===== config.mk =====
export PLATFORM = sky130hd
export DESIGN_NAME = segmented_transfer_session_receiver
export DESIGN_NICKNAME = d
export VERILOG_FILES = /design/src/rtl/stsr_pkg.sv /design/src/rtl/stsr_cfg.sv /design/src/rtl/stsr_slot_table.sv /design/src/rtl/stsr_ctrl.sv /design/src/rtl/segmented_transfer_session_receiver.sv
export SDC_FILE = /design/constraint.sdc
export NUM_CORES = 1
export LEC_CHECK = 0
export ABC_AREA = 1
export BUFFER_PORTS_ARGS = -buffer_cell sky130_fd_sc_hd__buf_4
export CAP_MARGIN = 30
export CORE_AREA = 5 5 333 204
export CTS_CLUSTER_DIAMETER = 100
export CTS_CLUSTER_SIZE = 40
export DETAILED_ROUTE_END_ITERATION = 10
export DIE_AREA = 0 0 338 209
export PLACE_DENSITY = 0.78
export RECOVER_POWER = 25
export SLEW_MARGIN = 10
export SYNTH_ARGS = -nofsm -noshare
export SYNTH_HDL_FRONTEND = slang
export SYNTH_HIERARCHICAL = 1
export SYNTH_SLANG_ARGS = --single-unit

===== constraint.sdc =====
create_clock -name clk -period 18.4 [get_ports clk]
set_input_delay 3.68 -clock clk [delete_from_list [all_inputs] [get_ports clk]]
set_output_delay 3.68 -clock clk [all_outputs]
set_load 0.05 [all_outputs]

===== src/rtl/stsr_pkg.sv =====
// Shared constants, codes and types of the segmented transfer session receiver.
`timescale 1ns / 1ps

package stsr_pkg;

  localparam int SLOTS   = 3;
  localparam int SLOT_W  = 2;
  localparam int ID_W    = 16;
  localparam int CNT_W   = 16;
  localparam int BYTES_W = 22;
  localparam int TIME_W  = 32;
  localparam int PM_W    = 7;
  localparam int LIM_W   = 23;
  localparam int LEN_W   = 7;
  localparam int PROD_W  = CNT_W + PM_W;
  localparam int SUM_W   = PROD_W + 1;
  localparam int MODE_W  = 3;
  localparam int CODE_W  = 4;
  localparam int ADDR_W  = 4;
  localparam int DATA_W  = 32;

  localparam int IN_DATA_W  = 88;
  localparam int IN_USER_W  = 4;
  localparam int OUT_DATA_W = 72;
  localparam int OUT_USER_W = 5;

  localparam logic [MODE_W-1:0] MODE_START = 3'd0;
  localparam logic [MODE_W-1:0] MODE_DATA  = 3'd1;
  localparam logic [MODE_W-1:0] MODE_END   = 3'd2;
  localparam logic [MODE_W-1:0] MODE_ACK   = 3'd3;
  localparam logic [MODE_W-1:0] MODE_SCAN  = 3'd4;

  localparam logic [CODE_W-1:0] RC_CRC_ERR   = 4'd0;
  localparam logic [CODE_W-1:0] RC_EXISTS    = 4'd1;
  localparam logic [CODE_W-1:0] RC_NO_SLOT   = 4'd2;
  localparam logic [CODE_W-1:0] RC_NO_MEM    = 4'd3;
  localparam logic [CODE_W-1:0] RC_START_OK  = 4'd4;
  localparam logic [CODE_W-1:0] RC_INVALID   = 4'd5;
  localparam logic [CODE_W-1:0] RC_BAD_INDEX = 4'd6;
  localparam logic [CODE_W-1:0] RC_DATA_OK   = 4'd7;
  localparam logic [CODE_W-1:0] RC_OVERFLOW  = 4'd8;
  localparam logic [CODE_W-1:0] RC_MISSING   = 4'd9;
  localparam logic [CODE_W-1:0] RC_END_OK    = 4'd10;
  localparam logic [CODE_W-1:0] RC_SCAN_DONE = 4'd11;

  localparam logic [1:0] REG_PAYLOAD_MAX  = 2'd0;
  localparam logic [1:0] REG_BUFFER_LIMIT = 2'd1;
  localparam logic [1:0] REG_TIMEOUT      = 2'd2;

  localparam logic [PM_W-1:0]   PAYLOAD_MAX_RST  = 7'd48;
  localparam logic [LIM_W-1:0]  BUFFER_LIMIT_RST = 23'd65536;
  localparam logic [TIME_W-1:0] TIMEOUT_RST      = 32'd5000;

  typedef struct packed {
    logic [PM_W-1:0]   payload_max;
    logic [LIM_W-1:0]  buffer_limit;
    logic [TIME_W-1:0] idle_limit;
  } cfg_t;

  typedef struct packed {
    logic               active;
    logic [ID_W-1:0]    session;
    logic [CNT_W-1:0]   total;
    logic [CNT_W-1:0]   received;
    logic [BYTES_W-1:0] bytes;
    logic [TIME_W-1:0]  last_time;
  } slot_t;

  typedef struct packed {
    logic               op_open;
    logic               op_update;
    logic               op_free;
    logic [SLOT_W-1:0]  idx;
    logic [ID_W-1:0]    session;
    logic [CNT_W-1:0]   total;
    logic [CNT_W-1:0]   received;
    logic [BYTES_W-1:0] bytes;
    logic [TIME_W-1:0]  last_time;
  } slot_wr_t;

  typedef enum logic [2:0] {
    ST_IDLE = 3'b001,
    ST_WALK = 3'b010,
    ST_EXEC = 3'b100
  } state_t;

endpackage


===== src/rtl/stsr_cfg.sv =====
// Configuration register file with APB-style access.
`timescale 1ns / 1ps

module stsr_cfg (
  input  logic                          clk,
  input  logic                          rst_n,
  input  logic                          cfg_psel,
  input  logic                          cfg_penable,
  input  logic                          cfg_pwrite,
  input  logic [stsr_pkg::ADDR_W-1:0]   cfg_paddr,
  input  logic [stsr_pkg::DATA_W-1:0]   cfg_pwdata,
  output logic [stsr_pkg::DATA_W-1:0]   cfg_prdata,
  output logic                          cfg_pready,
  output stsr_pkg::cfg_t                cfg
);

  logic [stsr_pkg::PM_W-1:0]   payload_max_r;
  logic [stsr_pkg::LIM_W-1:0]  buffer_limit_r;
  logic [stsr_pkg::TIME_W-1:0] idle_limit_r;
  logic [1:0]                  reg_idx;
  logic                        wr_en;

  assign cfg_pready = 1'b1;
  assign reg_idx    = cfg_paddr[3:2];
  assign wr_en      = cfg_psel & cfg_penable & cfg_pwrite & cfg_pready;

  always_ff @(posedge clk) begin
    if (!rst_n) begin
      payload_max_r  <= stsr_pkg::PAYLOAD_MAX_RST;
      buffer_limit_r <= stsr_pkg::BUFFER_LIMIT_RST;
      idle_limit_r   <= stsr_pkg::TIMEOUT_RST;
    end else if (wr_en) begin
      if (reg_idx == stsr_pkg::REG_PAYLOAD_MAX) begin
        payload_max_r <= cfg_pwdata[stsr_pkg::PM_W-1:0];
      end
      if (reg_idx == stsr_pkg::REG_BUFFER_LIMIT) begin
        buffer_limit_r <= cfg_pwdata[stsr_pkg::LIM_W-1:0];
      end
      if (reg_idx == stsr_pkg::REG_TIMEOUT) begin
        idle_limit_r <= cfg_pwdata[stsr_pkg::TIME_W-1:0];
      end
    end
  end

  always_comb begin
    cfg_prdata = '0;
    if (reg_idx == stsr_pkg::REG_PAYLOAD_MAX) begin
      cfg_prdata = stsr_pkg::DATA_W'(payload_max_r);
    end else if (reg_idx == stsr_pkg::REG_BUFFER_LIMIT) begin
      cfg_prdata = stsr_pkg::DATA_W'(buffer_limit_r);
    end else if (reg_idx == stsr_pkg::REG_TIMEOUT) begin
      cfg_prdata = idle_limit_r;
    end
  end

  assign cfg.payload_max  = payload_max_r;
  assign cfg.buffer_limit = buffer_limit_r;
  assign cfg.idle_limit   = idle_limit_r;

endmodule


===== src/rtl/stsr_slot_table.sv =====
// Session slot table: active flags and per-slot session state.
`timescale 1ns / 1ps

module stsr_slot_table (
  input  logic                        clk,
  input  logic                        rst_n,
  input  stsr_pkg::slot_wr_t          wr,
  input  logic [stsr_pkg::SLOT_W-1:0] rd_idx,
  output stsr_pkg::slot_t             rd
);

  logic [stsr_pkg::SLOTS-1:0]   active_r;
  logic [stsr_pkg::ID_W-1:0]    session_r   [stsr_pkg::SLOTS];
  logic [stsr_pkg::CNT_W-1:0]   total_r     [stsr_pkg::SLOTS];
  logic [stsr_pkg::CNT_W-1:0]   received_r  [stsr_pkg::SLOTS];
  logic [stsr_pkg::BYTES_W-1:0] bytes_r     [stsr_pkg::SLOTS];
  logic [stsr_pkg::TIME_W-1:0]  last_time_r [stsr_pkg::SLOTS];

  always_ff @(posedge clk) begin
    if (!rst_n) begin
      active_r <= '0;
    end else if (wr.op_open) begin
      active_r[wr.idx] <= 1'b1;
    end else if (wr.op_free) begin
      active_r[wr.idx] <= 1'b0;
    end
  end

  always_ff @(posedge clk) begin
    if (wr.op_open) begin
      session_r[wr.idx]   <= wr.session;
      total_r[wr.idx]     <= wr.total;
      bytes_r[wr.idx]     <= wr.bytes;
      received_r[wr.idx]  <= wr.received;
      last_time_r[wr.idx] <= wr.last_time;
    end else if (wr.op_update) begin
      received_r[wr.idx]  <= wr.received;
      last_time_r[wr.idx] <= wr.last_time;
    end
  end

  assign rd.active    = active_r[rd_idx];
  assign rd.session   = session_r[rd_idx];
  assign rd.total     = total_r[rd_idx];
  assign rd.received  = received_r[rd_idx];
  assign rd.bytes     = bytes_r[rd_idx];
  assign rd.last_time = last_time_r[rd_idx];

endmodule


===== src/rtl/stsr_ctrl.sv =====
// Request sequencer: slot walk with shared compare unit, decision step, reply register.
`timescale 1ns / 1ps

module stsr_ctrl (
  input  logic                            clk,
  input  logic                            rst_n,
  input  stsr_pkg::cfg_t                  cfg,
  input  logic                            in_tvalid,
  output logic                            in_tready,
  input  logic [stsr_pkg::MODE_W-1:0]     in_mode,
  input  logic                            in_checksum_ok,
  input  logic [stsr_pkg::ID_W-1:0]       in_session_number,
  input  logic [stsr_pkg::CNT_W-1:0]      in_packet_field,
  input  logic [stsr_pkg::LEN_W-1:0]      in_chunk_len,
  input  logic [stsr_pkg::ID_W-1:0]       in_source_node,
  input  logic [stsr_pkg::TIME_W-1:0]     in_time_now,
  output logic                            out_tvalid,
  input  logic                            out_tready,
  output logic [stsr_pkg::CODE_W-1:0]     out_reply_code,
  output logic [stsr_pkg::ID_W-1:0]       out_reply_session,
  output logic [stsr_pkg::ID_W-1:0]       out_reply_node,
  output logic                            out_write_enable,
  output logic [stsr_pkg::SLOT_W-1:0]     out_slot_index,
  output logic [stsr_pkg::BYTES_W-1:0]    out_write_offset,
  output logic [stsr_pkg::LEN_W-1:0]      out_write_length,
  output logic [stsr_pkg::SLOTS-1:0]      out_expired_mask,
  output stsr_pkg::slot_wr_t              wr,
  output logic [stsr_pkg::SLOT_W-1:0]     rd_idx,
  input  stsr_pkg::slot_t                 rd
);

  stsr_pkg::state_t              state_r, state_nxt;
  logic [stsr_pkg::MODE_W-1:0]   mode_r, mode_nxt;
  logic                          ok_r, ok_nxt;
  logic [stsr_pkg::ID_W-1:0]     sid_r, sid_nxt;
  logic [stsr_pkg::CNT_W-1:0]    pf_r, pf_nxt;
  logic [stsr_pkg::LEN_W-1:0]    plen_r, plen_nxt;
  logic [stsr_pkg::ID_W-1:0]     node_r, node_nxt;
  logic [stsr_pkg::TIME_W-1:0]   now_r, now_nxt;
  logic [stsr_pkg::PROD_W-1:0]   prod_r, prod_nxt;
  logic [stsr_pkg::SLOT_W-1:0]   idx_r, idx_nxt;
  logic                          found_vld_r, found_vld_nxt;
  logic [stsr_pkg::SLOT_W-1:0]   found_idx_r, found_idx_nxt;
  logic                          free_vld_r, free_vld_nxt;
  logic [stsr_pkg::SLOT_W-1:0]   free_idx_r, free_idx_nxt;
  logic [stsr_pkg::SLOTS-1:0]    mask_r, mask_nxt;

  logic                          out_vld_r, out_vld_nxt;
  logic [stsr_pkg::CODE_W-1:0]   out_code_r, out_code_nxt;
  logic [stsr_pkg::ID_W-1:0]     out_sid_r, out_sid_nxt;
  logic [stsr_pkg::ID_W-1:0]     out_node_r, out_node_nxt;
  logic                          out_we_r, out_we_nxt;
  logic [stsr_pkg::SLOT_W-1:0]   out_slot_r, out_slot_nxt;
  logic [stsr_pkg::BYTES_W-1:0]  out_off_r, out_off_nxt;
  logic [stsr_pkg::LEN_W-1:0]    out_len_r, out_len_nxt;
  logic [stsr_pkg::SLOTS-1:0]    out_mask_r, out_mask_nxt;

  // shared per-slot compare unit
  logic [stsr_pkg::TIME_W-1:0]   age;
  logic                          expired;
  logic                          match;
  logic [stsr_pkg::SUM_W-1:0]    end_byte;

  assign age      = now_r - rd.last_time;
  assign expired  = rd.active && (age > cfg.idle_limit);
  assign match    = rd.active && (rd.session == sid_r);
  assign end_byte = stsr_pkg::SUM_W'(prod_r) + stsr_pkg::SUM_W'(plen_r);

  assign rd_idx    = (state_r == stsr_pkg::ST_WALK) ? idx_r : found_idx_r;
  assign in_tready = (state_r == stsr_pkg::ST_IDLE);

  always_comb begin
    state_nxt     = state_r;
    mode_nxt      = mode_r;
    ok_nxt        = ok_r;
    sid_nxt       = sid_r;
    pf_nxt        = pf_r;
    plen_nxt      = plen_r;
    node_nxt      = node_r;
    now_nxt       = now_r;
    prod_nxt      = prod_r;
    idx_nxt       = idx_r;
    found_vld_nxt = found_vld_r;
    found_idx_nxt = found_idx_r;
    free_vld_nxt  = free_vld_r;
    free_idx_nxt  = free_idx_r;
    mask_nxt      = mask_r;
    out_vld_nxt   = out_vld_r;
    out_code_nxt  = out_code_r;
    out_sid_nxt   = out_sid_r;
    out_node_nxt  = out_node_r;
    out_we_nxt    = out_we_r;
    out_slot_nxt  = out_slot_r;
    out_off_nxt   = out_off_r;
    out_len_nxt   = out_len_r;
    out_mask_nxt  = out_mask_r;
    wr            = '0;

    if (out_vld_r && out_tready) begin
      out_vld_nxt = 1'b0;
    end

    unique case (state_r)
      stsr_pkg::ST_IDLE: begin
        if (in_tvalid) begin
          mode_nxt      = in_mode;
          ok_nxt        = in_checksum_ok;
          sid_nxt       = in_session_number;
          pf_nxt        = in_packet_field;
          plen_nxt      = in_chunk_len;
          node_nxt      = in_source_node;
          now_nxt       = in_time_now;
          prod_nxt      = stsr_pkg::PROD_W'(in_packet_field)
                          * stsr_pkg::PROD_W'(cfg.payload_max);
          idx_nxt       = '0;
          found_vld_nxt = 1'b0;
          free_vld_nxt  = 1'b0;
          mask_nxt      = '0;
          if (in_mode != stsr_pkg::MODE_SCAN && !in_checksum_ok) begin
            state_nxt = stsr_pkg::ST_EXEC;
          end else if (in_mode == stsr_pkg::MODE_SCAN || in_mode == stsr_pkg::MODE_START ||
                       in_mode == stsr_pkg::MODE_DATA || in_mode == stsr_pkg::MODE_END) begin
            state_nxt = stsr_pkg::ST_WALK;
          end
        end
      end

      stsr_pkg::ST_WALK: begin
        if (match && !found_vld_r) begin
          found_vld_nxt = 1'b1;
          found_idx_nxt = idx_r;
        end
        if (!rd.active && !free_vld_r) begin
          free_vld_nxt = 1'b1;
          free_idx_nxt = idx_r;
        end
        if (mode_r == stsr_pkg::MODE_SCAN && expired) begin
          wr.op_free      = 1'b1;
          wr.idx          = idx_r;
          mask_nxt[idx_r] = 1'b1;
        end
        if (idx_r == stsr_pkg::SLOT_W'(stsr_pkg::SLOTS - 1)) begin
          state_nxt = stsr_pkg::ST_EXEC;
        end else begin
          idx_nxt = idx_r + 1'b1;
        end
      end

      stsr_pkg::ST_EXEC: begin
        if (!out_vld_r || out_tready) begin
          state_nxt    = stsr_pkg::ST_IDLE;
          out_vld_nxt  = 1'b1;
          out_code_nxt = stsr_pkg::RC_CRC_ERR;
          out_sid_nxt  = sid_r;
          out_node_nxt = node_r;
          out_we_nxt   = 1'b0;
          out_slot_nxt = '0;
          out_off_nxt  = '0;
          out_len_nxt  = '0;
          out_mask_nxt = '0;
          if (mode_r == stsr_pkg::MODE_SCAN) begin
            out_code_nxt = stsr_pkg::RC_SCAN_DONE;
            out_sid_nxt  = '0;
            out_node_nxt = '0;
            out_mask_nxt = mask_r;
          end else if (!ok_r) begin
            out_code_nxt = stsr_pkg::RC_CRC_ERR;
          end else if (mode_r == stsr_pkg::MODE_START) begin
            if (found_vld_r) begin
              out_code_nxt = stsr_pkg::RC_EXISTS;
              out_slot_nxt = found_idx_r;
            end else if (!free_vld_r) begin
              out_code_nxt = stsr_pkg::RC_NO_SLOT;
            end else if (prod_r > cfg.buffer_limit || prod_r[stsr_pkg::PROD_W-1]) begin
              out_code_nxt = stsr_pkg::RC_NO_MEM;
            end else begin
              wr.op_open   = 1'b1;
              wr.idx       = free_idx_r;
              wr.session   = sid_r;
              wr.total     = pf_r;
              wr.received  = '0;
              wr.bytes     = prod_r[stsr_pkg::BYTES_W-1:0];
              wr.last_time = now_r;
              out_code_nxt = stsr_pkg::RC_START_OK;
              out_slot_nxt = free_idx_r;
            end
          end else if (mode_r == stsr_pkg::MODE_DATA) begin
            if (!found_vld_r) begin
              out_code_nxt = stsr_pkg::RC_INVALID;
            end else begin
              out_slot_nxt = found_idx_r;
              if (pf_r >= rd.total) begin
                out_code_nxt = stsr_pkg::RC_BAD_INDEX;
              end else if (rd.received > pf_r) begin
                out_code_nxt = stsr_pkg::RC_DATA_OK;
              end else if (end_byte > stsr_pkg::SUM_W'(rd.bytes)) begin
                out_code_nxt = stsr_pkg::RC_OVERFLOW;
              end else begin
                wr.op_update = 1'b1;
                wr.idx       = found_idx_r;
                wr.received  = pf_r + 1'b1;
                wr.last_time = now_r;
                out_code_nxt = stsr_pkg::RC_DATA_OK;
                out_we_nxt   = 1'b1;
                out_off_nxt  = prod_r[stsr_pkg::BYTES_W-1:0];
                out_len_nxt  = plen_r;
              end
            end
          end else begin
            if (!found_vld_r) begin
              out_code_nxt = stsr_pkg::RC_INVALID;
            end else begin
              out_slot_nxt = found_idx_r;
              if (rd.received != rd.total) begin
                out_code_nxt = stsr_pkg::RC_MISSING;
              end else begin
                wr.op_free   = 1'b1;
                wr.idx       = found_idx_r;
                out_code_nxt = stsr_pkg::RC_END_OK;
              end
            end
          end
        end
      end

      default: begin
        state_nxt = stsr_pkg::ST_IDLE;
      end
    endcase
  end

  always_ff @(posedge clk) begin
    if (!rst_n) begin
      state_r   <= stsr_pkg::ST_IDLE;
      out_vld_r <= 1'b0;
    end else begin
      state_r   <= state_nxt;
      out_vld_r <= out_vld_nxt;
    end
  end

  always_ff @(posedge clk) begin
    mode_r      <= mode_nxt;
    ok_r        <= ok_nxt;
    sid_r       <= sid_nxt;
    pf_r        <= pf_nxt;
    plen_r      <= plen_nxt;
    node_r      <= node_nxt;
    now_r       <= now_nxt;
    prod_r      <= prod_nxt;
    idx_r       <= idx_nxt;
    found_vld_r <= found_vld_nxt;
    found_idx_r <= found_idx_nxt;
    free_vld_r  <= free_vld_nxt;
    free_idx_r  <= free_idx_nxt;
    mask_r      <= mask_nxt;
    out_code_r  <= out_code_nxt;
    out_sid_r   <= out_sid_nxt;
    out_node_r  <= out_node_nxt;
    out_we_r    <= out_we_nxt;
    out_slot_r  <= out_slot_nxt;
    out_off_r   <= out_off_nxt;
    out_len_r   <= out_len_nxt;
    out_mask_r  <= out_mask_nxt;
  end

  assign out_tvalid        = out_vld_r;
  assign out_reply_code    = out_code_r;
  assign out_reply_session = out_sid_r;
  assign out_reply_node    = out_node_r;
  assign out_write_enable  = out_we_r;
  assign out_slot_index    = out_slot_r;
  assign out_write_offset  = out_off_r;
  assign out_write_length  = out_len_r;
  assign out_expired_mask  = out_mask_r;

endmodule


===== src/rtl/segmented_transfer_session_receiver.sv =====
// Segmented transfer session receiver top level.
//
// Input stream: one request per frame (start, data, end, ack, timeout scan),
// mode and checksum flag in in_tuser, frame fields in in_tdata.
// Output stream: at most one reply per request (reply code, echoed session
// and node, slot, payload write command, expired mask). Ack and unknown
// frames with a good checksum get no reply.
// Configuration: APB-style port, payload_max at 0x0, buffer_limit at 0x4,
// idle_limit at 0x8; write only while no request is in flight.
// Timing: a request walks the 3 session slots through one shared compare
// unit, one slot per cycle, then takes a decision step that registers the
// reply; a request with a bad checksum, other than a scan, skips the walk.
// in_tready is low from acceptance until the decision step, so no new
// request is taken meanwhile; ack frames with a good checksum leave it high.
// A finished reply waits in the output register while the next request is
// taken; if the receiver stalls, the decision step holds until it is free.
// Reset (rst_n, synchronous) frees all slots and loads the register defaults.
`timescale 1ns / 1ps

module segmented_transfer_session_receiver (
  input  logic                               clk,
  input  logic                               rst_n,
  input  logic                               in_tvalid,
  output logic                               in_tready,
  // session_number, packet_field, chunk_len, source_node, time_now
  input  logic [stsr_pkg::IN_DATA_W-1:0]     in_tdata,
  // mode, checksum_ok
  input  logic [stsr_pkg::IN_USER_W-1:0]     in_tuser,
  output logic                               out_tvalid,
  input  logic                               out_tready,
  // reply_session, reply_node, slot_index, write_offset, write_length, expired_mask
  output logic [stsr_pkg::OUT_DATA_W-1:0]    out_tdata,
  // reply_code, write_enable
  output logic [stsr_pkg::OUT_USER_W-1:0]    out_tuser,
  input  logic                               cfg_psel,
  input  logic                               cfg_penable,
  input  logic                               cfg_pwrite,
  input  logic [stsr_pkg::ADDR_W-1:0]        cfg_paddr,
  input  logic [stsr_pkg::DATA_W-1:0]        cfg_pwdata,
  output logic [stsr_pkg::DATA_W-1:0]        cfg_prdata,
  output logic                               cfg_pready
);

  stsr_pkg::cfg_t                 cfg;
  stsr_pkg::slot_wr_t             wr;
  stsr_pkg::slot_t                rd;
  logic [stsr_pkg::SLOT_W-1:0]    rd_idx;

  logic [stsr_pkg::CODE_W-1:0]    reply_code;
  logic [stsr_pkg::ID_W-1:0]      reply_session;
  logic [stsr_pkg::ID_W-1:0]      reply_node;
  logic                           write_enable;
  logic [stsr_pkg::SLOT_W-1:0]    slot_index;
  logic [stsr_pkg::BYTES_W-1:0]   write_offset;
  logic [stsr_pkg::LEN_W-1:0]     write_length;
  logic [stsr_pkg::SLOTS-1:0]     expired_mask;

  stsr_cfg u_cfg (
    .clk         (clk),
    .rst_n       (rst_n),
    .cfg_psel    (cfg_psel),
    .cfg_penable (cfg_penable),
    .cfg_pwrite  (cfg_pwrite),
    .cfg_paddr   (cfg_paddr),
    .cfg_pwdata  (cfg_pwdata),
    .cfg_prdata  (cfg_prdata),
    .cfg_pready  (cfg_pready),
    .cfg         (cfg)
  );

  stsr_slot_table u_table (
    .clk    (clk),
    .rst_n  (rst_n),
    .wr     (wr),
    .rd_idx (rd_idx),
    .rd     (rd)
  );

  stsr_ctrl u_ctrl (
    .clk               (clk),
    .rst_n             (rst_n),
    .cfg               (cfg),
    .in_tvalid         (in_tvalid),
    .in_tready         (in_tready),
    .in_mode           (in_tuser[2:0]),
    .in_checksum_ok    (in_tuser[3]),
    .in_session_number (in_tdata[15:0]),
    .in_packet_field   (in_tdata[31:16]),
    .in_chunk_len      (in_tdata[38:32]),
    .in_source_node    (in_tdata[54:39]),
    .in_time_now       (in_tdata[86:55]),
    .out_tvalid        (out_tvalid),
    .out_tready        (out_tready),
    .out_reply_code    (reply_code),
    .out_reply_session (reply_session),
    .out_reply_node    (reply_node),
    .out_write_enable  (write_enable),
    .out_slot_index    (slot_index),
    .out_write_offset  (write_offset),
    .out_write_length  (write_length),
    .out_expired_mask  (expired_mask),
    .wr                (wr),
    .rd_idx            (rd_idx),
    .rd                (rd)
  );

  assign out_tdata = {6'd0, expired_mask, write_length, write_offset, slot_index,
                      reply_node, reply_session};
  assign out_tuser = {write_enable, reply_code};

endmodule

==> results.md, run 1 <==
* Status: complete, but fails checks
* Violated checks: max-capacitance violations, max-slew violations
* Postcts setup bufs at 0
* Final-report max-slew violation count at 220
* Grt met1 use at 0.326
* CTS Root Cell: clkbuf_16
* Commonest non-fill, non-tap cell in the layout: nand2_1
* Final Critical Period at 10130 ps
* Synth Warn # at 6
* CTS Buf Count at 18
* Final worst slack at 8270 ps
* Htree depth at 1
* Slowest-stage cell, CP: buf_4
* Routed Antenna Nets at 0
* Worst stage delay on the critical path at 870 ps
* Post_cts resized at 0
* Initial antenna violation count at 1
* Leakage at 14.6 nW
* Mapped Area at 0.0319 mm^2
* # IOs at 247
* Most frequent cells in the layout: 563 x nand2_1, 502 x edfxtp_1, 451 x inv_1, 434 x nor2_1, 302 x a21oi_1
* Worst min path class: flop to flop
* Core box area at 0.0650 mm^2
* Largest net degree at the start of global routing at 75
* #FFs+latches synth at 571
* CTS tree: yes
* Pre-antenna DRT Iters at 6
* Crit path DAT at 10390 ps
* Die W at 338 um
* Vias per cell at 5.45
* Rel. slew slack at -1.11
* Max_cap viols at 5
* Final #Nets at 3857
* # setup viols final at 0
* PortBufs at 236
* Slew @ Worst Pin at 3160 ps
* Remaining DRCs at 0
* Post-detail-place hpwl at 57000 um
* Register area share after synthesis at 0.515
* First-pass GRT wire length at 125000 um
* Final Core Density at 0.534
* Number of vias in the routed layout at 23600
* Share of cells above drive strength 1 at 0.118
* Most used routing layer: met2
* Area growth syn-to-layout at 8.75%
* Hold WS at 476 ps
* VDD IR max at 0.0641 mV
* M2 GR Usage at 0.343
* Crit-path max FO at 61
* CTS Hold Buffers Added at 0
* RePlAce Congestion at 0.941
* Die height at 209 um
* Gr ovfl total at 0
* Final Cycle Share at 0.551
* Clock skew at 52.0 ps
* Placed Instance Area at 0.0342 mm^2
* Die area at 0.0706 mm^2
* CP Capture Type: flop
* DRT Wirelength at 80200 um
* RSZ-0062 raised after global routing: false
* Reg clk slew, reported paths at 140 ps
* Synth unique cells at 55
* Worst-skew pair later-pin latency at 610 ps
* Power Density at 100 mW/mm^2
* Final Cell Area at 0.0347 mm^2
* Asr flop ratio synth at 0
* Number of global-route vias before repair at 22500
* Startpoint types: flop
* Initial Util at 0.491
* # rows at 73
* Crit Path Class: flop to flop
* Clock tree buffer depth at 3
* Iteration-0 DRC Markers at 2467
* Mapped Cells at 3292
* Worst endpoint required time at 18660 ps
* CP most frequent cell: nand2_1
* Max Clk Rate at 0.0987 GHz
* Syn Area/Cell at 9.70 um^2
* Final Hold Fails at 0
* Final TNS setup at 0 ps
* Final antenna diode count at 0
* Gr usage total at 0.221
* Met3 usage at 0.0368
* Avg WL per Cell at 18.5 um
* DP Worst Slack at 8470 ps
* # clock sinks at 571
* Most used DFF post-synth: edfxtp_1
* Number of flops mapped to enable cells by yosys at 502
==> through the flow <==
step,total power (W),cells
finish,0.00348,4333
global route,0.00368,4333
CTS,0.00347,4330
detailed placement,0.00289,4298
global placement,0.00285,4298
floorplan,0.00252,3297
==> sequential cells by signal, indices dropped and copies added (netlist names), 22 cells and up, named ones only <==
name / count
u_ctrl/prod_r: 23
u_cfg/idle_limit_r: 32
u_table/received_r: 48
u_cfg/buffer_limit_r: 23
u_table/last_time_r: 96
u_table/total_r: 48
u_ctrl/now_r: 32
u_table/session_r: 48
u_ctrl/out_write_offset: 22
u_table/bytes_r: 66
==> Yosys cell counts, types with 7 or more instances <==
master / count / area share
xor2_1: 78 / 0.021
nor4_1: 18 / 0.0035
nand2_2: 61 / 0.012
ha_1: 192 / 0.075
a21oi_1: 302 / 0.047
nand4_1: 21 / 0.0041
nand2_1: 563 / 0.066
inv_1: 454 / 0.053
nor2_1: 436 / 0.051
buf_12: 7 / 0.0044
dfxtp_1: 69 / 0.043
nand3_1: 118 / 0.018
edfxtp_1: 502 / 0.47
nor3_1: 57 / 0.0089
buf_4: 19 / 0.0045
xnor2_1: 20 / 0.0055
buf_6: 14 / 0.0049
a21oi_2: 59 / 0.016
clkbuf_1: 29 / 0.0034
fa_1: 71 / 0.045
o21ai_0: 62 / 0.0097
buf_2: 47 / 0.0074
==> kinds of logic (layout without fill, tap and decap cells) <==
logic type               count (synthesis)  count (layout)  synth area share
flip-flops                             571             571             0.515
other                                    2               7          0.000235
XOR/XNOR                                98              98            0.0269
adder cells (fa/ha/maj)                264             264             0.120
AO/OA/AOI/OAI                          474             474            0.0855
AND/OR/NAND/NOR                       1301            1301             0.173
buffers and inverters                  582             756            0.0794
==> final timing paths <==
| path | from | end | slack (ps) | cells past startpoint |
|---|---|---|---|---|
| max | u_ctrl/state_r[1]$_SDFFE_PN0P_ | u_table/bytes_r[1][8]$_DFFE_PP_ | 8270 | 36 |
| min | flop | flop | 480 | 2 |
| max reg2reg | u_ctrl/state_r[1]$_SDFFE_PN0P_ | u_table/bytes_r[1][8]$_DFFE_PP_ | 8270 | 36 |
| min reg2reg | flop | flop | 480 | 2 |
==> layout make-up <==
| class | instances | area (um^2) |
|---|---|---|
| clock inverters | 5 | 76.3 |
| clock buffers | 27 | 484 |
| inverters | 461 | 1730 |
| multi-input cells | 2144 | 13000 |
| fillers | 5743 | 30300 |
| well taps | 862 | 1080 |
| flip-flops and latches | 571 | 16500 |
| repair buffers | 263 | 1890 |
==> power breakdown <==
| group | switching (W) | internal, W |
|---|---|---|
| logic | 0.000820 | 0.000414 |
| clock network | 0.000378 | 0.000207 |
| registers | 0.000108 | 0.00155 |
| total | 0.00131 | 0.00217 |
==> worst max-delay path: cells and delay by family (launching register included) <==
family	cells	cell delay (ps)
DFF	1	360
and+or+nand+nor	19	3440
adders and majority gates	2	580
AOI/OAI and AO/OA	6	1780
xor gates and xnor gates	1	320
buffers and inverters	8	3230
==> layer usage <==
metal	vias up	wire length, um
met2	980	36300
met3	119	6810
met1	11300	35100
met5	-	7
met4	2	2060
li1	11200	-
Power figures use the tool's default switching activity.
==> run 2: changes to the inputs <==
--- a/config.mk
+++ b/config.mk
@@ -13,7 +13,7 @@
 export CTS_CLUSTER_SIZE = 40
 export DETAILED_ROUTE_END_ITERATION = 10
 export DIE_AREA = 0 0 338 209
-export PLACE_DENSITY = 0.78
+export PLACE_DENSITY = 0.81
 export RECOVER_POWER = 25
 export SLEW_MARGIN = 10
 export SYNTH_ARGS = -nofsm -noshare
==> constraint.sdc (replaced) <==
create_clock -name clk -period 8.9 [get_ports clk]
set_input_delay 1.78 -clock clk [delete_from_list [all_inputs] [get_ports clk]]
set_output_delay 1.78 -clock clk [all_outputs]
set_load 0.05 [all_outputs]
==> results.md, run 2 (same netlist as run 1, synthesis figures left out) <==
* Worst endpoint required time at 9190 ps
* Final #Nets at 3862
* Post_cts resized at 0
* Initial Util at 0.491
* Final Critical Period at 7850 ps
* Final antenna diode count at 0
* Startpoint types: flop
* Routed Antenna Nets at 0
* PortBufs at 236
* Status: complete, but fails checks
* Gr ovfl total at 0
* Max FFs per register at 96
* Rel. slew slack at -1.42
* # IOs at 247
* Slew @ Worst Pin at 3630 ps
* Die area at 0.0706 mm^2
* Commonest non-fill, non-tap cell in the layout: nand2_1
* Most frequent cells in the layout: 563 x nand2_1, 502 x edfxtp_1, 451 x inv_1, 432 x nor2_1, 302 x a21oi_1
* Initial antenna violation count at 0
* Gr usage total at 0.220
* Number of vias in the routed layout at 23600
* Remaining DRCs at 0
* CP Capture Type: flop
* Worst min path class: flop to flop
* # rows at 73
* Largest net degree at the start of global routing at 74
* Htree depth at 1
* Area growth syn-to-layout at 9.24%
* Share of cells above drive strength 1 at 0.120
* CP most frequent cell: a21oi_1
* Crit-path max FO at 57
* CTS Root Cell: clkbuf_16
* Final-report max-slew violation count at 214
* CTS tree: yes
* Core box area at 0.0650 mm^2
* CTS Buf Count at 18
* Leakage at 14.6 nW
* Max Clk Rate at 0.127 GHz
* Slowest-stage cell, CP: buf_4
* Worst stage delay on the critical path at 620 ps
* Postcts setup bufs at 0
* Reg clk slew, reported paths at 140 ps
* Die height at 209 um
* Violated checks: max-capacitance violations, max-slew violations
* Clock skew at 45.0 ps
* Final Cycle Share at 0.882
* Iteration-0 DRC Markers at 2565
* DRT Wirelength at 80100 um
* # setup viols final at 0
* CTS Hold Buffers Added at 0
* Final Cell Area at 0.0349 mm^2
* Worst-skew pair later-pin latency at 600 ps
* Power Density at 207 mW/mm^2
* VDD IR max at 0.141 mV
* Largest registers: u_table/last_time_r (96), u_table/bytes_r (66)
* Crit Path Class: flop to flop
* Pre-antenna DRT Iters at 6
* Avg WL per Cell at 18.5 um
* Placed Instance Area at 0.0344 mm^2
* Crit path DAT at 8130 ps
* Power consumption at 0.00721 W
* Post-detail-place hpwl at 57200 um
* Biggest register: u_table/last_time_r
* Clock tree buffer depth at 3
* Number of global-route vias before repair at 22700
* # clock sinks at 571
* Max_cap viols at 4
* RSZ-0062 raised after global routing: false
* Final Hold Fails at 0
* RePlAce Congestion at 0.941
* First-pass GRT wire length at 124000 um
* Die W at 338 um
* Vias per cell at 5.45
* Final TNS setup at 0 ps
run 2: changes by cell type in the layout (fill, tap and decap cells not counted):
cell	delta
buf_12	+4
inv_6	-1
clkbuf_1	+2
nor2_2	+1
o21ai_0	-1
o21ai_1	+1
nor3_4	+3
clkinv_2	-1
nor2_4	+1
inv_8	+1
buf_16	+2
nor3_2	-3
nor2_1	-2
buf_4	-2
run 2: path summary, 6_finish.rpt:
check                                  from                              end  slack, ps  cells past startpoint
max          u_ctrl/state_r[1]$_SDFFE_PN0P_  u_table/bytes_r[1][7]$_DFFE_PP_       1050                     32
min                                    flop                             flop        470                      2
max reg2reg  u_ctrl/state_r[1]$_SDFFE_PN0P_  u_table/bytes_r[1][7]$_DFFE_PP_       1050                     32
min reg2reg                            flop                             flop        470                      2
run 2: cell type report:
class	instances	area (um^2)
Multi-Input combinational cell	2144	13000
Timing Repair Buffer	268	2010
Fill cell	5653	30200
Clock buffer	28	488
Clock inverter	4	73.8
Tap cell	862	1080
Inverter	461	1730
Sequential cell	571	16500
run 2: layer usage:
layer	global-route usage	up-vias	routed length, um
met3	0.0339	128	6290
met1	0.319	11300	34900
li1	-	11200	-
met2	0.349	1014	36500
met5	0	-	0
met4	0.0583	0	2410
run 2: power by group:
part / switching, W / leakage (nW) / internal (W) / total [W]
clock network: 0.000776 / 0.268 / 0.000429 / 0.00121
logic: 0.00171 / 9.17 / 0.000863 / 0.00258
registers: 0.000225 / 5.18 / 0.00321 / 0.00343
total: 0.00272 / 14.6 / 0.00450 / 0.00721
run 2: metrics by stage:
stage	hold WS (ps)	worst slack, ps	util	std cells
2_1_floorplan	434	405	-	3297
3_3_place_gp	449	1480	0.528	4301
3_5_place_dp	453	1250	0.528	4302
4_1_cts	474	1200	0.537	4334
5_1_grt	500	518	0.536	4338
6_report	474	1050	0.536	4338
run 2: critical path: cells and delay by family, from the launching register on:
family	cells	cell delay, ps
simple gates	9	1570
compound gates	12	2600
xor+xnor	1	150
fa+ha+maj	2	680
buf+inv	8	2120
flops	1	340
